[config.mk]
export PLATFORM = sky130hd
export DESIGN_NAME = mean_flow_keyframe_gate_core
export DESIGN_NICKNAME = d
export VERILOG_FILES = /design/src/hw/rtl/mfkg_pkg.sv /design/src/hw/rtl/mfkg_sqrt.sv /design/src/hw/rtl/mfkg_div.sv /design/src/hw/rtl/mean_flow_keyframe_gate_core.sv
export VERILOG_INCLUDE_DIRS = /design/src /design/src/hw/rtl
export SDC_FILE = /design/constraint.sdc
export NUM_CORES = 1
export LEC_CHECK = 0
export BUFFER_PORTS_ARGS = -buffer_cell sky130_fd_sc_hd__buf_4
export CAP_MARGIN = 10
export CELL_PAD_IN_SITES_DETAIL_PLACEMENT = 2
export CELL_PAD_IN_SITES_GLOBAL_PLACEMENT = 2
export CORE_ASPECT_RATIO = 0.75
export CORE_MARGIN = 2
export CORE_UTILIZATION = 40
export CTS_CLUSTER_SIZE = 40
export DETAILED_ROUTE_END_ITERATION = 10
export GPL_ROUTABILITY_DRIVEN = 0
export HOLD_SLACK_MARGIN = 0.02
export PLACE_DENSITY_LB_ADDON = 0.15
export RECOVER_POWER = 25
export SYNTH_ARGS = -nofsm -noshare
export SYNTH_HDL_FRONTEND = slang
export SYNTH_SLANG_ARGS = --single-unit
export TNS_END_PERCENT = 5
[constraint.sdc]
create_clock -name aclk -period 11.4 [get_ports aclk]
set_clock_uncertainty 0.2 [all_clocks]
set_input_delay 1.71 -clock aclk [delete_from_list [all_inputs] [get_ports aclk]]
set_output_delay 1.71 -clock aclk [all_outputs]
set_load 0.05 [all_outputs]
[src/hw/rtl/mean_flow_keyframe_gate_core_assert.svh]
`ifndef MEAN_FLOW_KEYFRAME_GATE_CORE_ASSERT_SVH
`define MEAN_FLOW_KEYFRAME_GATE_CORE_ASSERT_SVH

// same-cycle implication on aclk, off during reset
`define MFKG_ASSERT_SAME(label, ante, cons, msg) \
    label: assert property (@(posedge aclk) disable iff (!aresetn) (ante) |-> (cons)) \
        else $error(msg);

// next-cycle implication on aclk, off during reset
`define MFKG_ASSERT_NEXT(label, ante, cons, msg) \
    label: assert property (@(posedge aclk) disable iff (!aresetn) (ante) |=> (cons)) \
        else $error(msg);

`endif

[src/hw/rtl/mfkg_pkg.sv]
package mfkg_pkg;

    localparam int COORD_IN_W    = 16;
    localparam int MIN_FLOW_W    = 16;
    localparam int FLOW_SUM_W    = 29;
    localparam int MEAN_W        = 17;
    localparam int MATCH_COUNT_W = 13;
    localparam int STATUS_W      = 3;

    localparam logic KIND_MEAS = 1'b0;
    localparam logic KIND_END  = 1'b1;

    typedef enum logic [STATUS_W-1:0] {
        STATUS_NO_REF    = 3'd0,
        STATUS_NO_MEAS   = 3'd1,
        STATUS_NO_MATCH  = 3'd2,
        STATUS_LOW_FLOW  = 3'd3,
        STATUS_HIGH_FLOW = 3'd4
    } status_t;

    typedef struct packed {
        logic                  kind;
        logic [COORD_IN_W-1:0] new_x;
        logic [COORD_IN_W-1:0] new_y;
        logic [COORD_IN_W-1:0] last_x;
        logic [COORD_IN_W-1:0] last_y;
        logic                  matched;
        logic                  has_reference;
    } in_item_t;

    typedef struct packed {
        logic                     usable;
        logic [STATUS_W-1:0]      status;
        logic [MEAN_W-1:0]        mean_flow;
        logic [MATCH_COUNT_W-1:0] match_count;
    } out_item_t;

    typedef struct packed {
        logic busy;
        logic done;
    } unit_stat_t;

    typedef enum logic [2:0] {
        ST_IDLE,
        ST_SQ_X,
        ST_SQ_Y,
        ST_ROOT_GO,
        ST_ROOT,
        ST_THRESH,
        ST_DIVIDE,
        ST_RESULT
    } fsm_state_t;

endpackage

[src/hw/rtl/mfkg_sqrt.sv]
module mfkg_sqrt #(
    parameter int OP_W = 34
) (
    input  logic                    aclk,
    input  logic                    aresetn,
    input  logic                    start,
    input  logic [OP_W-1:0]         operand,
    output mfkg_pkg::unit_stat_t    stat,
    output logic [OP_W/2-1:0]       root
);
    import mfkg_pkg::*;

    localparam int ROOT_W = OP_W / 2;
    localparam int REM_W  = ROOT_W + 2;
    localparam int CNT_W  = $clog2(ROOT_W);

    logic [OP_W-1:0]   op_reg, op_next;
    logic [REM_W-1:0]  rem_reg, rem_next;
    logic [ROOT_W-1:0] root_reg, root_next;
    logic [CNT_W-1:0]  cnt_reg, cnt_next;
    logic              busy_reg, busy_next;
    logic              done_reg, done_next;

    logic [REM_W+1:0]  rem_sh;
    logic [REM_W+2:0]  trial;

    always_ff @(posedge aclk) begin
        if (!aresetn) begin
            busy_reg <= 1'b0;
            done_reg <= 1'b0;
        end else begin
            busy_reg <= busy_next;
            done_reg <= done_next;
        end
        op_reg   <= op_next;
        rem_reg  <= rem_next;
        root_reg <= root_next;
        cnt_reg  <= cnt_next;
    end

    always_comb begin
        rem_sh    = {rem_reg, op_reg[OP_W-1 -: 2]};
        trial     = {1'b0, rem_sh} - (REM_W+3)'({root_reg, 2'b01});
        op_next   = op_reg;
        rem_next  = rem_reg;
        root_next = root_reg;
        cnt_next  = cnt_reg;
        busy_next = busy_reg;
        done_next = 1'b0;
        if (start) begin
            op_next   = operand;
            rem_next  = '0;
            root_next = '0;
            cnt_next  = CNT_W'(ROOT_W - 1);
            busy_next = 1'b1;
        end else if (busy_reg) begin
            op_next = {op_reg[OP_W-3:0], 2'b00};
            if (!trial[REM_W+2]) begin
                rem_next  = trial[REM_W-1:0];
                root_next = {root_reg[ROOT_W-2:0], 1'b1};
            end else begin
                rem_next  = rem_sh[REM_W-1:0];
                root_next = {root_reg[ROOT_W-2:0], 1'b0};
            end
            cnt_next = cnt_reg - 1'b1;
            if (cnt_reg == '0) begin
                busy_next = 1'b0;
                done_next = 1'b1;
            end
        end
    end

    assign stat.busy = busy_reg;
    assign stat.done = done_reg;
    assign root      = root_reg;

endmodule

[src/hw/rtl/mfkg_div.sv]
module mfkg_div #(
    parameter int NUM_W = 29,
    parameter int DEN_W = 13
) (
    input  logic                 aclk,
    input  logic                 aresetn,
    input  logic                 start,
    input  logic [NUM_W-1:0]     dividend,
    input  logic [DEN_W-1:0]     divisor,
    output mfkg_pkg::unit_stat_t stat,
    output logic [NUM_W-1:0]     quotient
);
    import mfkg_pkg::*;

    localparam int CNT_W = $clog2(NUM_W);

    logic [NUM_W-1:0] quo_reg, quo_next;
    logic [DEN_W-1:0] rem_reg, rem_next;
    logic [DEN_W-1:0] den_reg, den_next;
    logic [CNT_W-1:0] cnt_reg, cnt_next;
    logic             busy_reg, busy_next;
    logic             done_reg, done_next;

    logic [DEN_W:0]   shifted;
    logic [DEN_W+1:0] diff;

    always_ff @(posedge aclk) begin
        if (!aresetn) begin
            busy_reg <= 1'b0;
            done_reg <= 1'b0;
        end else begin
            busy_reg <= busy_next;
            done_reg <= done_next;
        end
        quo_reg <= quo_next;
        rem_reg <= rem_next;
        den_reg <= den_next;
        cnt_reg <= cnt_next;
    end

    always_comb begin
        shifted   = {rem_reg, quo_reg[NUM_W-1]};
        diff      = {1'b0, shifted} - (DEN_W+2)'(den_reg);
        quo_next  = quo_reg;
        rem_next  = rem_reg;
        den_next  = den_reg;
        cnt_next  = cnt_reg;
        busy_next = busy_reg;
        done_next = 1'b0;
        if (start) begin
            quo_next  = dividend;
            rem_next  = '0;
            den_next  = divisor;
            cnt_next  = CNT_W'(NUM_W - 1);
            busy_next = 1'b1;
        end else if (busy_reg) begin
            if (!diff[DEN_W+1]) begin
                rem_next = diff[DEN_W-1:0];
                quo_next = {quo_reg[NUM_W-2:0], 1'b1};
            end else begin
                rem_next = shifted[DEN_W-1:0];
                quo_next = {quo_reg[NUM_W-2:0], 1'b0};
            end
            cnt_next = cnt_reg - 1'b1;
            if (cnt_reg == '0) begin
                busy_next = 1'b0;
                done_next = 1'b1;
            end
        end
    end

    assign stat.busy = busy_reg;
    assign stat.done = done_reg;
    assign quotient  = quo_reg;

endmodule

[src/hw/rtl/mean_flow_keyframe_gate_core.sv]
// Keyframe gate on mean optical flow. Send each feature measurement of a frame as a request
// with kind = 0, then one request with kind = 1 to close the frame; only the closing request
// returns a result. An unmatched measurement ends in its accepting cycle. A matched one
// passes through the accepting cycle, the two squares on one shared multiplier for the squared
// distance, a start step, the bit-serial square root with one result bit per cycle, and a
// step to fold the root into the sum. A closing request passes through the accepting cycle,
// a step that forms min_flow times the count and starts the restoring divider (one quotient
// bit per cycle) that forms the mean, a step that sees it finish and one that loads the
// output register, held longer while an earlier decision still sits there untaken. The
// output register lets the next frame's measurements enter while a decision waits to be
// taken. There is no clearing pass after reset. min_flow may be written whenever no request
// is in flight.
module mean_flow_keyframe_gate_core #(
    parameter int MAX_MATCHES = 4096,
    parameter int COORD_WIDTH = 16
) (
    input  logic                aclk,
    input  logic                aresetn,
    input  logic                cfg_wr_en,
    input  logic [15:0]         cfg_wr_data,
    input  logic                s_valid,
    output logic                s_ready,
    input  mfkg_pkg::in_item_t  s_data,
    output logic                m_valid,
    input  logic                m_ready,
    output mfkg_pkg::out_item_t m_data
);
    import mfkg_pkg::*;

    localparam int CW      = (COORD_WIDTH < COORD_IN_W) ? COORD_WIDTH : COORD_IN_W;
    localparam int CNT_W   = $clog2(MAX_MATCHES + 1);
    localparam int MUL_A_W = (CW > CNT_W) ? CW : CNT_W;
    localparam int PROD_W  = MUL_A_W + MIN_FLOW_W;
    localparam int ACC_W   = PROD_W + 2;
    localparam int SQ_W    = 2 * CW + 2;
    localparam int ROOT_W  = CW + 1;

    fsm_state_t              state_reg, state_next;
    logic [MIN_FLOW_W-1:0]   min_flow_reg, min_flow_next;
    logic [FLOW_SUM_W-1:0]   flow_sum_reg, flow_sum_next;
    logic [CNT_W-1:0]        pair_count_reg, pair_count_next;
    logic                    any_meas_reg, any_meas_next;
    logic                    has_ref_reg, has_ref_next;
    logic [CW-1:0]           dx_reg, dx_next;
    logic [CW-1:0]           dy_reg, dy_next;
    logic [ACC_W-1:0]        acc_reg, acc_next;
    logic                    m_valid_reg, m_valid_next;
    out_item_t               m_data_reg, m_data_next;

    logic [MUL_A_W-1:0]      mul_a;
    logic [MIN_FLOW_W-1:0]   mul_b;
    logic [PROD_W-1:0]       product;
    logic [CW-1:0]           new_x_c, new_y_c, last_x_c, last_y_c;
    logic [FLOW_SUM_W:0]     sum_add;
    logic                    accept, out_free;
    logic                    sqrt_start, div_start;
    unit_stat_t              sqrt_stat, div_stat;
    logic [ROOT_W-1:0]       root;
    logic [FLOW_SUM_W-1:0]   quotient;

    mfkg_sqrt #(
        .OP_W(SQ_W)
    ) u_sqrt (
        .aclk     (aclk),
        .aresetn  (aresetn),
        .start    (sqrt_start),
        .operand  (acc_reg[SQ_W-1:0]),
        .stat     (sqrt_stat),
        .root     (root)
    );

    mfkg_div #(
        .NUM_W(FLOW_SUM_W),
        .DEN_W(CNT_W)
    ) u_div (
        .aclk     (aclk),
        .aresetn  (aresetn),
        .start    (div_start),
        .dividend (flow_sum_reg),
        .divisor  (pair_count_reg),
        .stat     (div_stat),
        .quotient (quotient)
    );

    always_ff @(posedge aclk) begin
        if (!aresetn) begin
            state_reg      <= ST_IDLE;
            min_flow_reg   <= '0;
            flow_sum_reg   <= '0;
            pair_count_reg <= '0;
            any_meas_reg   <= 1'b0;
            m_valid_reg    <= 1'b0;
        end else begin
            state_reg      <= state_next;
            min_flow_reg   <= min_flow_next;
            flow_sum_reg   <= flow_sum_next;
            pair_count_reg <= pair_count_next;
            any_meas_reg   <= any_meas_next;
            m_valid_reg    <= m_valid_next;
        end
        has_ref_reg <= has_ref_next;
        dx_reg      <= dx_next;
        dy_reg      <= dy_next;
        acc_reg     <= acc_next;
        m_data_reg  <= m_data_next;
    end

    assign new_x_c  = s_data.new_x[CW-1:0];
    assign new_y_c  = s_data.new_y[CW-1:0];
    assign last_x_c = s_data.last_x[CW-1:0];
    assign last_y_c = s_data.last_y[CW-1:0];
    assign product  = mul_a * mul_b;
    assign sum_add  = {1'b0, flow_sum_reg} + (FLOW_SUM_W+1)'(root);
    assign s_ready  = (state_reg == ST_IDLE);
    assign accept   = s_valid && s_ready;
    assign out_free = !m_valid_reg || m_ready;

    always_comb begin
        state_next      = state_reg;
        min_flow_next   = cfg_wr_en ? cfg_wr_data : min_flow_reg;
        flow_sum_next   = flow_sum_reg;
        pair_count_next = pair_count_reg;
        any_meas_next   = any_meas_reg;
        has_ref_next    = has_ref_reg;
        dx_next         = dx_reg;
        dy_next         = dy_reg;
        acc_next        = acc_reg;
        m_valid_next    = m_valid_reg && !m_ready;
        m_data_next     = m_data_reg;
        mul_a           = MUL_A_W'(dx_reg);
        mul_b           = MIN_FLOW_W'(dx_reg);
        sqrt_start      = 1'b0;
        div_start       = 1'b0;

        unique case (state_reg)
            ST_IDLE: begin
                if (accept) begin
                    if (s_data.kind == KIND_MEAS) begin
                        any_meas_next = 1'b1;
                        dx_next = (new_x_c >= last_x_c) ? new_x_c - last_x_c
                                                        : last_x_c - new_x_c;
                        dy_next = (new_y_c >= last_y_c) ? new_y_c - last_y_c
                                                        : last_y_c - new_y_c;
                        if (s_data.matched) begin
                            state_next = ST_SQ_X;
                        end
                    end else begin
                        has_ref_next = s_data.has_reference;
                        state_next   = ST_THRESH;
                    end
                end
            end
            ST_SQ_X: begin
                acc_next   = ACC_W'(product);
                state_next = ST_SQ_Y;
            end
            ST_SQ_Y: begin
                mul_a      = MUL_A_W'(dy_reg);
                mul_b      = MIN_FLOW_W'(dy_reg);
                acc_next   = acc_reg + ACC_W'(product);
                state_next = ST_ROOT_GO;
            end
            ST_ROOT_GO: begin
                sqrt_start = 1'b1;
                state_next = ST_ROOT;
            end
            ST_ROOT: begin
                if (sqrt_stat.done) begin
                    flow_sum_next = sum_add[FLOW_SUM_W] ? '1 : sum_add[FLOW_SUM_W-1:0];
                    if (pair_count_reg != CNT_W'(MAX_MATCHES)) begin
                        pair_count_next = pair_count_reg + 1'b1;
                    end
                    state_next = ST_IDLE;
                end
            end
            ST_THRESH: begin
                mul_a      = MUL_A_W'(pair_count_reg);
                mul_b      = min_flow_reg;
                acc_next   = ACC_W'(product);
                div_start  = 1'b1;
                state_next = ST_DIVIDE;
            end
            ST_DIVIDE: begin
                if (div_stat.done) begin
                    state_next = ST_RESULT;
                end
            end
            ST_RESULT: begin
                if (out_free) begin
                    m_valid_next            = 1'b1;
                    m_data_next.match_count = MATCH_COUNT_W'(pair_count_reg);
                    m_data_next.mean_flow   = (pair_count_reg == '0) ? '0
                                                                      : MEAN_W'(quotient);
                    if (!has_ref_reg) begin
                        m_data_next.usable = 1'b1;
                        m_data_next.status = STATUS_NO_REF;
                    end else if (!any_meas_reg) begin
                        m_data_next.usable = 1'b0;
                        m_data_next.status = STATUS_NO_MEAS;
                    end else if (pair_count_reg == '0) begin
                        m_data_next.usable = 1'b0;
                        m_data_next.status = STATUS_NO_MATCH;
                    end else if (ACC_W'(flow_sum_reg) > acc_reg) begin
                        m_data_next.usable = 1'b1;
                        m_data_next.status = STATUS_HIGH_FLOW;
                    end else begin
                        m_data_next.usable = 1'b0;
                        m_data_next.status = STATUS_LOW_FLOW;
                    end
                    flow_sum_next   = '0;
                    pair_count_next = '0;
                    any_meas_next   = 1'b0;
                    state_next      = ST_IDLE;
                end
            end
            default: begin
                state_next = ST_IDLE;
            end
        endcase
    end

    assign m_valid = m_valid_reg;
    assign m_data  = m_data_reg;

`include "mean_flow_keyframe_gate_core_assert.svh"

    `MFKG_ASSERT_SAME(a_sqrt_in_root, (sqrt_stat.busy || sqrt_stat.done),
        (state_reg == ST_ROOT), "square root unit active outside root state")
    `MFKG_ASSERT_SAME(a_div_in_divide, (div_stat.busy || div_stat.done),
        (state_reg == ST_DIVIDE), "divider active outside divide state")
    `MFKG_ASSERT_SAME(a_count_bound, 1'b1,
        (pair_count_reg <= CNT_W'(MAX_MATCHES)), "pair count above saturation limit")
    `MFKG_ASSERT_SAME(a_result_source, $rose(m_valid_reg),
        ($past(state_reg) == ST_RESULT), "result raised outside result state")
    `MFKG_ASSERT_NEXT(a_clear_after_end, (state_reg == ST_RESULT && out_free),
        (pair_count_reg == '0 && flow_sum_reg == '0 && !any_meas_reg),
        "frame state not cleared after decision")

endmodule

### Yosys cells after proc, flatten, opt, wreduce, memory -nomap -nowiden

Index checks and enable logic that the tools add are counted.

| word-level totals | value |
|---|---|
| flip-flop bits (word level) | 303 |
| bits of input ports | 88 |
| output and inout port bits | 36 |
| word-level logic and storage cells | 137 |

| cells by class | value |
|---|---|
| add/sub/neg operators | 11 |
| $mul | 1 |
| $lt $le $gt $ge | 3 |
| eq/ne operators | 15 |
| multiplexer cells | 47 |
| bitwise logic cells | 6 |
| reductions and logical operators | 26 |

Operators with widths:

| operator | number |
|---|---|
| 29-bit 2-to-1 mux | 5 |
| 34-bit 2-to-1 mux | 2 |
| 34-bit case mux with 2 select lines | 1 |
| 16-bit case mux with 2 select lines | 2 |
| 16-bit subtractor | 4 |
| 29-bit case mux with 2 select lines | 1 |
| 13-bit 2-to-1 mux | 4 |
| 34-bit by 32-bit adder with 34-bit output | 1 |
| 29-bit by 34-bit greater-than comparator with 1-bit output | 1 |
| 16-bit greater-or-equal comparator | 2 |
| 16-bit by 16-bit multiplier with 32-bit output | 1 |
| 16-bit 2-to-1 mux | 2 |
| 29-bit by 17-bit adder with 30-bit output | 1 |
| 13-bit case mux with 2 select lines | 1 |
| 3-bit case mux with 8 select lines | 1 |
| 21-bit by 19-bit subtractor with 22-bit output | 1 |
| 19-bit 2-to-1 mux | 1 |
| 3-bit 2-to-1 mux | 6 |
| 1-bit 2-to-1 mux | 17 |
| 14-bit by 13-bit subtractor with 15-bit output | 1 |
| 13-bit by 1-bit adder with 13-bit output (second input constant) | 1 |
| 13-bit logical NOT | 1 |
| 13-bit != test (second input constant) | 1 |
| 3-bit equality test (second input constant) | 4 |
| other kinds (21) | 47 |

### Longest topological paths before layout

Gate-level depths: netlist of the first run.

| logic depth | value |
|---|---|
| depth in word-level cells | 5 |
| depth in mapped cells | 40 |
| depth with buffers taken out | 39 |

### Cells and area by module

A second synthesis of the first run with hierarchy kept.

| second synthesis, totals | value |
|---|---|
| cells, all modules | 3115 |
| area total of the unflattened synthesis | 28367.2 um^2 |

Modules (own cells, without submodules):

| module | instances | cells an instance | area each (um^2) | seq. area each (um^2) |
|---|---|---|---|---|
| mean_flow_keyframe_gate_core | 1 | 2471 | 21224.1 | 4294.1 |
| mfkg_sqrt | 1 | 394 | 4061.4 | 1881.8 |
| mfkg_div | 1 | 250 | 3081.7 | 1661.6 |

### Worst setup path before layout of the first run

No wires, ideal clock.

| path | value |
|---|---|
| path kind | reg2reg |
| start point | register state_reg[0] |
| end point | register acc_reg[31], data pin |
| setup time | 0.260 ns |
| arrival time | 9.280 ns |
| data required time | 10.940 ns |
| setup slack | 1.660 ns |
| cell stages (with the launch flop) | 39 |
| buffers on the path | 4 |
| clock period less this slack | 9.740 ns |
| cells stage by stage | dfxtp_1 inv_1 ha_1 nand2b_1 buf_1 clkbuf_1 nor2_1 o21ai_0 o21a_1 clkbuf_1 nand2_1 fa_1 inv_1 fa_1 inv_1 fa_1 inv_1 fa_1 (+3 left out) inv_1 ha_1 a21o_1 or3b_2 nor3_1 o31ai_1 o31a_1 a221o_1 a21oi_1 xnor2_1 ha_1 clkbuf_1 and4_1 nand4_1 o311a_1 a21oi_1 xor2_1 mux2_2 |

| between the ends | value |
|---|---|
| cells in the longest elaborated chain, start to end | 5 |
| elaborated cells between the ends (all ways) | 9 |
| classes of those cells | add/sub (1); mul (1); eq/ne (3); mux (3); reduce/logical (1) |

Ends and longest elaborated chain:

| item | line | text |
|---|---|---|
| start, declared | mean_flow_keyframe_gate_core.sv:38 | `fsm_state_t state_reg, state_next;` |
| start signal, assigned | mean_flow_keyframe_gate_core.sv:94 | `state_reg <= state_next;` |
| 3-bit equality test / 3-bit by 2-bit equality test with 1-bit output (equally long branches) | mean_flow_keyframe_gate_core.sv:135 | `unique case (state_reg)` |
| 16-bit case mux with 2 select lines | mean_flow_keyframe_gate_core.sv:135 |  |
| 16-bit by 16-bit multiplier with 32-bit output | mean_flow_keyframe_gate_core.sv:112 | `assign product = mul_a * mul_b;` |
| 34-bit by 32-bit adder with 34-bit output | mean_flow_keyframe_gate_core.sv:160 | `acc_next = acc_reg + ACC_W'(product);` |
| 34-bit case mux with 2 select lines * | mean_flow_keyframe_gate_core.sv:135 |  |
| net acc_next[31] | mean_flow_keyframe_gate_core.sv:46 | `logic [ACC_W-1:0] acc_reg, acc_next;` |
| end signal, assigned | mean_flow_keyframe_gate_core.sv:104 | `acc_reg <= acc_next;` |
| end, declared | mean_flow_keyframe_gate_core.sv:46 |  |

Mark *: on every way through the listed nets, which the timed path passes. The rest lies on a longest branch.
A chain may end at the register's enable or synchronous reset.

### Worst setup path after layout of the first run

| path | value |
|---|---|
| start point | register state_reg[0] |
| end point | register acc_reg[32], data pin |

| between the ends | value |
|---|---|
| cells in the longest elaborated chain, start to end | 5 |
| elaborated cells between the ends (all ways) | 9 |
| classes of those cells | add/sub (1); mul (1); eq/ne (3); mux (3); reduce/logical (1) |

Ends and longest elaborated chain:

| item | line |
|---|---|
| 3-bit equality test / 3-bit by 2-bit equality test with 1-bit output (equally long branches) | mean_flow_keyframe_gate_core.sv:135 |
| 16-bit case mux with 2 select lines | mean_flow_keyframe_gate_core.sv:135 |
| 16-bit by 16-bit multiplier with 32-bit output | mean_flow_keyframe_gate_core.sv:112 |
| 34-bit by 32-bit adder with 34-bit output | mean_flow_keyframe_gate_core.sv:160 |
| 34-bit case mux with 2 select lines * | mean_flow_keyframe_gate_core.sv:135 |

Mark *: on every way between the ends. The rest lies on a longest branch, timed or not.

==> metrics.json, run 1 <==
{
  "dr_total_vias": {"value": 23896},
  "cts_inserted_buffers": {"value": 37},
  "maxClockFrequency": {"value": 94.3, "unit": "MHz"},
  "clock-sinks": {"value": 303},
  "path_max_fanout": {"value": 22},
  "critical_path.most_common_cell": {"value": "sky130_fd_sc_hd__fa_1"},
  "cap_viol_max_count": {"value": 4},
  "synth.yosys.warnings": {"value": 0},
  "buffer_ports.inserted": {"value": 123},
  "synth.cell_area": {"value": 28200, "unit": "µm²"},
  "drt.antenna.violating_nets": {"value": 0},
  "failed_checks": {"value": "capacitance limit, slew limit"},
  "final.period_utilization": {"value": 93.1, "unit": "%"},
  "fp.dieArea": {"value": 72700, "unit": "µm²"},
  "tritoncts": {"value": "built"},
  "final-setup-viol-count": {"value": 0},
  "netlist-cell-type-count": {"value": 85},
  "firstDrtPassIters": {"value": 5},
  "synth_enable_flop_cells": {"value": 177},
  "start_util": {"value": 40.3, "unit": "%"},
  "post_route_cells_drive_above_1_share": {"value": 7.43, "unit": "%"},
  "cts_buffer_depth": {"value": 3},
  "violation_count_after_the_first_detailed_routing_iteration": {"value": 1403},
  "critical_path.max_stage_delay": {"value": 0.88, "unit": "ns"},
  "avgViaCountPerCell": {"value": 5.61},
  "htreeDepth": {"value": 2},
  "fp.dieH": {"value": 234, "unit": "µm"},
  "path_class": {"value": "register to register"},
  "wire_length_reported_by_the_detailed_router": {"value": 99700, "unit": "µm"},
  "hold_class": {"value": "register to register"},
  "layout-area-overhead-vs-synth": {"value": 11.0, "unit": "%"},
  "placeableCoreArea": {"value": 70000, "unit": "µm²"},
  "detail_route.wl_per_cell": {"value": 23.4, "unit": "µm"},
  "setup-tns-final": {"value": 0, "unit": "ns"},
  "critical_path.endpoint_type": {"value": "register"},
  "ys_ff_latch": {"value": 303},
  "slew_headroom": {"value": -116, "unit": "%"},
  "worstMarginPinSlew": {"value": 3.25, "unit": "ns"},
  "status": {"value": "complete, but fails checks"},
  "clock_tree.root_cell": {"value": "sky130_fd_sc_hd__clkbuf_16"},
  "share_of_the_yosys_chip_area_belonging_to_registers": {"value": 27.8, "unit": "%"},
  "cts_hold_buffers": {"value": 0},
  "insertedDiodeCount": {"value": 0},
  "setup_slack_on_the_worst_flop_to_flop_path": {"value": 0.79, "unit": "ns"},
  "critPathLaunchType": {"value": "register"},
  "top_level_ports": {"value": 124},
  "crit_path_top_delay_cell": {"value": "sky130_fd_sc_hd__a21boi_0"},
  "die_width": {"value": 311, "unit": "µm"},
  "syn_avg_cell_area": {"value": 8.81, "unit": "µm²"},
  "layout_cells_excl_fill": {"value": 4258},
  "timing.critical_path.arrival": {"value": 10.71, "unit": "ns"},
  "global_route_congestion_overflow_total": {"value": 0},
  "total_routing_usage_reported_by_global_routing": {"value": 27.5, "unit": "%"},
  "drt_drc_violations_left": {"value": 0},
  "timing.final.hold_violations": {"value": 0},
  "synth-async-reset-ratio": {"value": 0, "unit": "%"},
  "design.final.nets": {"value": 3859},
  "std_cell_rows": {"value": 84},
  "dp.final_hpwl": {"value": 79200, "unit": "µm"},
  "synth_nets": {"value": 3780},
  "netlist.area_leader.share": {"value": 18.8, "unit": "%"},
  "post_synth_main_area_contributors": {"value": "sky130_fd_sc_hd__edfxtp_1, sky130_fd_sc_hd__fa_1, sky130_fd_sc_hd__ha_1"},
  "cp_required": {"value": 11.50, "unit": "ns"},
  "slew_violations": {"value": 167},
  "cts_clock_pin_slew_for_the_worst_setup_and_hold_paths": {"value": 0.06, "unit": "ns"},
  "post_cts_resize_count": {"value": 0},
  "unrepaired_setup_endpoints_after_global_routing": {"value": "false"},
  "final.min_clock_period": {"value": 10.61, "unit": "ns"},
  "maximum_number_of_pins_on_one_net_before_global_route_repair": {"value": 79},
  "synth_cells": {"value": 3204},
  "worst_skew_pair.late_latency": {"value": 0.57, "unit": "ns"},
  "grt_pass1_vias": {"value": 26367},
  "yosys.area.top_type": {"value": "sky130_fd_sc_hd__edfxtp_1"},
  "post_cts_buffers": {"value": 0},
  "grt_pass1_wl": {"value": 157000, "unit": "µm"},
  "place.detailed.instances": {"value": 4189},
  "grt_antenna_before_repair": {"value": 2},
  "synthFlopType": {"value": "sky130_fd_sc_hd__edfxtp_1"}
}
## metal layers
| metal | GRT usage, % | routed length [µm] | vias up |
|---|---|---|---|
| met4 | 4.89 | 1500 | 2 |
| met5 | 0 | 13 | - |
| met3 | 3.29 | 4640 | 96 |
| li1 | - | - | 10997 |
| met1 | 39.0 | 47100 | 12350 |
| met2 | 45.7 | 46400 | 451 |
## logic make-up after synthesis
kind of cell / share of synthesized area, %
AND/OR/NAND/NOR: 15.5
flip-flops: 27.8
multiplexers: 3.19
XOR/XNOR: 4.07
AO/OA/AOI/OAI: 15.3
buffers and inverters: 7.18
adder cells (fa/ha/maj): 27.0
## cell usage after synthesis (5+ instances only)
| library cell | count |
|---|---|
| sky130_fd_sc_hd__a22o_1 | 5 |
| sky130_fd_sc_hd__a311oi_1 | 6 |
| sky130_fd_sc_hd__o21ai_0 | 183 |
| sky130_fd_sc_hd__a2111oi_0 | 5 |
| sky130_fd_sc_hd__edfxtp_1 | 177 |
| sky130_fd_sc_hd__a21oi_1 | 175 |
| sky130_fd_sc_hd__o31ai_1 | 13 |
| sky130_fd_sc_hd__o21bai_1 | 19 |
| sky130_fd_sc_hd__buf_2 | 8 |
| sky130_fd_sc_hd__clkbuf_1 | 102 |
| sky130_fd_sc_hd__nand3_1 | 42 |
| sky130_fd_sc_hd__inv_1 | 416 |
| sky130_fd_sc_hd__xnor2_1 | 75 |
| sky130_fd_sc_hd__buf_1 | 8 |
| sky130_fd_sc_hd__or3_1 | 18 |
| sky130_fd_sc_hd__a21o_1 | 89 |
| sky130_fd_sc_hd__o21ai_1 | 14 |
| sky130_fd_sc_hd__xor2_1 | 56 |
| sky130_fd_sc_hd__or2_2 | 7 |
| sky130_fd_sc_hd__o211a_1 | 6 |
| sky130_fd_sc_hd__or4_1 | 5 |
| sky130_fd_sc_hd__mux2_2 | 8 |
| sky130_fd_sc_hd__a31oi_1 | 22 |
| sky130_fd_sc_hd__nand4_1 | 28 |
| sky130_fd_sc_hd__a211o_1 | 5 |
| sky130_fd_sc_hd__mux2i_1 | 81 |
| sky130_fd_sc_hd__nor2_1 | 285 |
| sky130_fd_sc_hd__nor3_1 | 53 |
| sky130_fd_sc_hd__o31a_1 | 6 |
| sky130_fd_sc_hd__and2_1 | 29 |
| sky130_fd_sc_hd__and3_1 | 21 |
| sky130_fd_sc_hd__nand2b_1 | 35 |
| sky130_fd_sc_hd__fa_1 | 201 |
| sky130_fd_sc_hd__ha_1 | 287 |
| sky130_fd_sc_hd__a211oi_1 | 24 |
| sky130_fd_sc_hd__dfxtp_1 | 126 |
| sky130_fd_sc_hd__a21boi_0 | 6 |
| sky130_fd_sc_hd__o21a_1 | 34 |
| sky130_fd_sc_hd__o221ai_1 | 7 |
| sky130_fd_sc_hd__nor2b_1 | 39 |
| sky130_fd_sc_hd__o211ai_1 | 12 |
| sky130_fd_sc_hd__nor4_1 | 8 |
| sky130_fd_sc_hd__nand2_1 | 388 |
## worst max-delay path, delay by kind of cell, from the launching register on
kind | cells | cell delay, ns
AND/OR/NAND/NOR | 8 | 1.81
adder cells (fa/ha/maj) | 9 | 3.62
flip-flops | 1 | 0.39
buffers and inverters | 4 | 0.31
XOR/XNOR | 1 | 0.21
AO/OA/AOI/OAI | 12 | 3.78
## worst paths after layout
kind / start / to / cells after the start
max: state_reg[0]$_SDFFE_PN0P_ / acc_reg[32]$_SDFFCE_PP0P_ / 34
min: u_sqrt.cnt_reg[1]$_SDFFE_PP0P_ / u_sqrt.cnt_reg[1]$_SDFFE_PP0P_ / 2
max reg2reg: state_reg[0]$_SDFFE_PN0P_ / acc_reg[32]$_SDFFCE_PP0P_ / 34
min reg2reg: u_sqrt.cnt_reg[1]$_SDFFE_PP0P_ / u_sqrt.cnt_reg[1]$_SDFFE_PP0P_ / 2
## layout by cell type (no fill, tap or decap), types with 7 or more instances in the layout
| master | netlist | layout |
|---|---|---|
| sky130_fd_sc_hd__and2_1 | 29 | 27 |
| sky130_fd_sc_hd__nand3_1 | 42 | 42 |
| sky130_fd_sc_hd__a211oi_1 | 24 | 24 |
| sky130_fd_sc_hd__buf_4 | 0 | 150 |
| sky130_fd_sc_hd__and3_1 | 21 | 21 |
| sky130_fd_sc_hd__o221ai_1 | 7 | 7 |
| sky130_fd_sc_hd__a21oi_1 | 175 | 175 |
| sky130_fd_sc_hd__o21bai_1 | 19 | 19 |
| sky130_fd_sc_hd__nor4_1 | 8 | 8 |
| sky130_fd_sc_hd__xor2_1 | 56 | 56 |
| sky130_fd_sc_hd__fa_1 | 201 | 201 |
| sky130_fd_sc_hd__a31oi_1 | 22 | 22 |
| sky130_fd_sc_hd__inv_1 | 416 | 415 |
| sky130_fd_sc_hd__nand2b_1 | 35 | 33 |
| sky130_fd_sc_hd__edfxtp_1 | 177 | 177 |
| sky130_fd_sc_hd__mux2_2 | 8 | 8 |
| sky130_fd_sc_hd__nor2_1 | 285 | 283 |
| sky130_fd_sc_hd__a21o_1 | 89 | 89 |
| sky130_fd_sc_hd__or3_1 | 18 | 18 |
| sky130_fd_sc_hd__o21ai_0 | 183 | 182 |
| sky130_fd_sc_hd__o21a_1 | 34 | 34 |
| sky130_fd_sc_hd__dfxtp_1 | 126 | 125 |
| sky130_fd_sc_hd__o21ai_1 | 14 | 14 |
| sky130_fd_sc_hd__xnor2_1 | 75 | 75 |
| sky130_fd_sc_hd__nor3_1 | 53 | 53 |
| sky130_fd_sc_hd__nand2_1 | 388 | 387 |
| sky130_fd_sc_hd__ha_1 | 287 | 287 |
| sky130_fd_sc_hd__mux2i_1 | 81 | 81 |
| sky130_fd_sc_hd__o211ai_1 | 12 | 12 |
| sky130_fd_sc_hd__nor2b_1 | 39 | 38 |
| sky130_fd_sc_hd__clkinv_1 | 0 | 8 |
| sky130_fd_sc_hd__clkbuf_16 | 0 | 38 |
| sky130_fd_sc_hd__nand4_1 | 28 | 28 |
| sky130_fd_sc_hd__clkbuf_1 | 102 | 15 |
| sky130_fd_sc_hd__o31ai_1 | 13 | 13 |
## final cells by class
class                      instances  area (µm²)
sequential                       303        7840
clock inverter                    22         191
fill                            7805       38700
clock buffer                      46         981
tap                              946        1180
timing repair buffer             159        1190
inverter                         416        1560
multi-input combinational       2366       18400
## per-stage QoR
stage               area [µm²]  hold WS [ns]  worst slack (ns)  utilization (%)
finish                   31300         0.310             0.791             44.8
global route             31300         0.329             0.146             44.8
CTS                      31300         0.305             0.608             44.8
detailed placement       30200         0.299             0.631             43.1
global placement         30200         0.271             0.993             43.1
floorplan                28200         0.224              1.66                -
Power of run 1 is not shown: default switching activity piles up to over one toggle a cycle in this logic, so the estimate is an artifact.
==> run 2: changes to the inputs <==
--- a/config.mk
+++ b/config.mk
@@ -6,13 +6,14 @@
 export SDC_FILE = /design/constraint.sdc
 export NUM_CORES = 1
 export LEC_CHECK = 0
+export ABC_AREA = 1
 export BUFFER_PORTS_ARGS = -buffer_cell sky130_fd_sc_hd__buf_4
 export CAP_MARGIN = 10
 export CELL_PAD_IN_SITES_DETAIL_PLACEMENT = 2
 export CELL_PAD_IN_SITES_GLOBAL_PLACEMENT = 2
 export CORE_ASPECT_RATIO = 0.75
 export CORE_MARGIN = 2
-export CORE_UTILIZATION = 40
+export CORE_UTILIZATION = 37
 export CTS_CLUSTER_SIZE = 40
 export DETAILED_ROUTE_END_ITERATION = 10
 export GPL_ROUTABILITY_DRIVEN = 0
@@ -21,5 +22,6 @@
 export RECOVER_POWER = 25
 export SYNTH_ARGS = -nofsm -noshare
 export SYNTH_HDL_FRONTEND = slang
+export SYNTH_HIERARCHICAL = 1
 export SYNTH_SLANG_ARGS = --single-unit
 export TNS_END_PERCENT = 5
==> run 2 against run 1 <==
The flow still finishes with violations (capacitance limit, slew limit); highest routed layer is now met4; register-to-register slack better by 0.25 ns; wire length grew 22%; design area grew 12%; synthesized cell count is 41% higher; fmax increased by 2.4%; via count grew 25%; area after synthesis is 13% higher.
==> metrics.json, run 2 <==
{
  "fp.dieArea": {"value": 88300, "unit": "µm²", "change": "+21%"},
  "post_cts_buffers": {"value": 0, "change": "unchanged"},
  "synth.yosys.warnings": {"value": 6, "change": "+6"},
  "grt_pass1_wl": {"value": 190000, "unit": "µm", "change": "+21%"},
  "start_util": {"value": 37.2, "unit": "%", "change": "-3.1 points"},
  "final.min_clock_period": {"value": 10.36, "unit": "ns", "change": "-0.253 ns"},
  "timing.final.hold_violations": {"value": 0, "change": "unchanged"},
  "commonest_cells_after_routing_fill_and_taps_aside": {"value": "sky130_fd_sc_hd__nand2_1, sky130_fd_sc_hd__inv_1, sky130_fd_sc_hd__nor2_1"},
  "placeableCoreArea": {"value": 85500, "unit": "µm²", "change": "+22%"},
  "cell_count_of_the_worst_reg_to_reg_path": {"value": 38, "change": "+12%"},
  "cts_buffer_depth": {"value": 3, "change": "unchanged"},
  "setup-tns-final": {"value": 0, "unit": "ns", "change": "unchanged"},
  "drt.antenna.violating_nets": {"value": 0, "change": "unchanged"},
  "layout-area-overhead-vs-synth": {"value": 10.4, "unit": "%"},
  "post-route-util": {"value": 41.0, "unit": "%", "change": "-3.7 points"},
  "drt_drc_violations_left": {"value": 0, "change": "unchanged"},
  "synth_cells": {"value": 4504, "change": "+41%"},
  "syn_avg_cell_area": {"value": 7.06, "unit": "µm²", "change": "-20%"},
  "dr_total_vias": {"value": 29849, "change": "+25%"},
  "detail_route.wl_per_cell": {"value": 21.1, "unit": "µm", "change": "-9.9%"},
  "avgViaCountPerCell": {"value": 5.19, "change": "-7.5%"},
  "regToRegStartpoint": {"value": "state_reg[0]$_SDFFE_PN0P_"},
  "firstDrtPassIters": {"value": 5, "change": "unchanged"},
  "grt_antenna_before_repair": {"value": 2, "change": "unchanged"},
  "r2r-end": {"value": "acc_reg[31]$_DFFE_PP_"},
  "worst_skew_pair.late_latency": {"value": 0.57, "unit": "ns", "change": "about the same"},
  "path_class": {"value": "register to register"},
  "final.fill_count": {"value": 10267, "change": "+32%"},
  "synth_nets": {"value": 5080, "change": "+34%"},
  "slew_violations": {"value": 92, "change": "-45%"},
  "clock-sinks": {"value": 303, "change": "unchanged"},
  "slew_headroom": {"value": -46.7, "unit": "%", "change": "+70 points"},
  "total_routing_usage_reported_by_global_routing": {"value": 27.4, "unit": "%", "change": "-0.14 points"},
  "top_level_ports": {"value": 124, "change": "unchanged"},
  "worstHoldEndpoint": {"value": "u_sqrt/rem_reg[17]$_SDFFE_PP0P_"},
  "tritoncts": {"value": "built"},
  "die_width": {"value": 342, "unit": "µm", "change": "+10%"},
  "std_cell_rows": {"value": 93, "change": "+11%"},
  "min_from": {"value": "u_sqrt/rem_reg[17]$_SDFFE_PP0P_"},
  "cp_required": {"value": 11.52, "unit": "ns", "change": "+0.02 ns"},
  "global_route_congestion_overflow_total": {"value": 0, "change": "unchanged"},
  "critical_path.most_common_cell": {"value": "sky130_fd_sc_hd__inv_1"},
  "crit_path_top_delay_cell": {"value": "sky130_fd_sc_hd__inv_2"},
  "critical_path.endpoint_type": {"value": "register"},
  "wire_length_reported_by_the_detailed_router": {"value": 121000, "unit": "µm", "change": "+22%"},
  "timing.critical_path.arrival": {"value": 10.48, "unit": "ns", "change": "-0.23 ns"},
  "failed_checks": {"value": "capacitance limit, slew limit"},
  "buffer_ports.inserted": {"value": 123, "change": "unchanged"},
  "whs_path_depth": {"value": 2, "change": "unchanged"},
  "synth.cell_area": {"value": 31800, "unit": "µm²", "change": "+13%"},
  "critPathLaunchType": {"value": "register"},
  "post_route_cells_drive_above_1_share": {"value": 6.49, "unit": "%", "change": "-0.94 points"},
  "cap_viol_max_count": {"value": 3, "change": "-1"},
  "htreeDepth": {"value": 2, "change": "unchanged"},
  "unrepaired_setup_endpoints_after_global_routing": {"value": "false"},
  "critical_path.max_stage_delay": {"value": 0.76, "unit": "ns", "change": "-0.12 ns"},
  "path_max_fanout": {"value": 48, "change": "+120%"},
  "maximum_number_of_pins_on_one_net_before_global_route_repair": {"value": 68, "change": "-14%"},
  "grt_pass1_vias": {"value": 32579, "change": "+24%"},
  "fp.dieH": {"value": 258, "unit": "µm", "change": "+10%"},
  "setup_slack_on_the_worst_flop_to_flop_path": {"value": 1.04, "unit": "ns", "change": "+0.25 ns"},
  "status": {"value": "complete, but fails checks"},
  "cts_hold_buffers": {"value": 0, "change": "unchanged"},
  "post_cts_resize_count": {"value": 0, "change": "unchanged"},
  "dp.final_hpwl": {"value": 98000, "unit": "µm", "change": "+24%"},
  "mostFrequentLayoutCell": {"value": "sky130_fd_sc_hd__nand2_1"},
  "final.period_utilization": {"value": 90.8, "unit": "%", "change": "-2.2 points"},
  "design.final.nets": {"value": 5153, "change": "+34%"},
  "violation_count_after_the_first_detailed_routing_iteration": {"value": 1608, "change": "+15%"},
  "hold_class": {"value": "register to register"},
  "worstMarginPinSlew": {"value": 2.20, "unit": "ns", "change": "-1.04 ns"},
  "clock_tree.root_cell": {"value": "sky130_fd_sc_hd__clkbuf_16"},
  "final-setup-viol-count": {"value": 0, "change": "unchanged"},
  "cts_inserted_buffers": {"value": 38, "change": "+2.7%"},
  "maxClockFrequency": {"value": 96.6, "unit": "MHz", "change": "+2.4%"},
  "cts_clock_pin_slew_for_the_worst_setup_and_hold_paths": {"value": 0.07, "unit": "ns", "change": "about the same"}
}
[run 2: cell types whose count changed in the layout (fill, tap and decap cells not counted), moves of 37 or more]
cell	change
sky130_fd_sc_hd__a21o_1	-71
sky130_fd_sc_hd__nor2_1	+148
sky130_fd_sc_hd__nand3_1	+213
sky130_fd_sc_hd__inv_1	+378
sky130_fd_sc_hd__nor2b_1	-37
sky130_fd_sc_hd__nand2_1	+974
sky130_fd_sc_hd__o21ai_0	-56
sky130_fd_sc_hd__mux2i_1	-81
sky130_fd_sc_hd__xnor2_1	-43
[run 2: worst max-delay path: cells and delay by family (launching register included)]
family          cells  cell delay, ns
compound gates      3            1.15
fa+ha+maj           9            3.97
flops               1            0.35
buf+inv             9            1.64
simple gates       17            2.75
[run 2: final cells by class]
type | count | area, µm² | share of cell area, %
Tap cell | 1140 | 1430 | 4.06
Sequential cell | 303 | 7840 | 22.3
Timing Repair Buffer | 142 | 1040 | 2.96
Inverter | 825 | 3100 | 8.82
Clock buffer | 50 | 1090 | 3.11
Multi-Input combinational cell | 3267 | 20300 | 57.8
Antenna cell | 1 | 2.50 | 0.00713
Clock inverter | 20 | 299 | 0.852
[run 2: how the worst max path moves through the flow]
stage / startpoint / end / slack, ns / depth (start not counted)
global route: state_reg[0]$_SDFFE_PN0P_ / acc_reg[33]$_SDFFCE_PP0P_ / 0.48 / 38
detailed placement: state_reg[0]$_SDFFE_PN0P_ / acc_reg[30]$_DFFE_PP_ / 1.19 / 38
global placement: state_reg[0]$_SDFFE_PN0P_ / acc_reg[30]$_DFFE_PP_ / 1.44 / 38
floorplan: state_reg[0]$_SDFFE_PN0P_ / acc_reg[18]$_DFFE_PP_ / 3.52 / 39
CTS: state_reg[0]$_SDFFE_PN0P_ / acc_reg[31]$_DFFE_PP_ / 1.15 / 38
finish: state_reg[0]$_SDFFE_PN0P_ / acc_reg[31]$_DFFE_PP_ / 1.04 / 38
[run 2: routing by layer]
metal  vias up  routed length (µm)  track usage, %
met4         0                2290            5.45
met1     14993               59600            38.9
met3       125                4270            2.84
met2       503               55100            45.0
met5         -                   0               0
li1      14228                   -               -
[run 2: through the flow]
stage / area (µm²) / setup slack [ns] / std cells / hold WS, ns
6_report: 35100 / 1.04 / 5748 / 0.265
5_1_grt: 35100 / 0.484 / 5747 / 0.296
4_1_cts: 35100 / 1.15 / 5747 / 0.274
3_5_place_dp: 33700 / 1.19 / 5677 / 0.257
3_3_place_gp: 33700 / 1.44 / 5677 / 0.243
2_1_floorplan: 31800 / 3.52 / 4504 / 0.220
Power of run 2 is left out for the same reason.
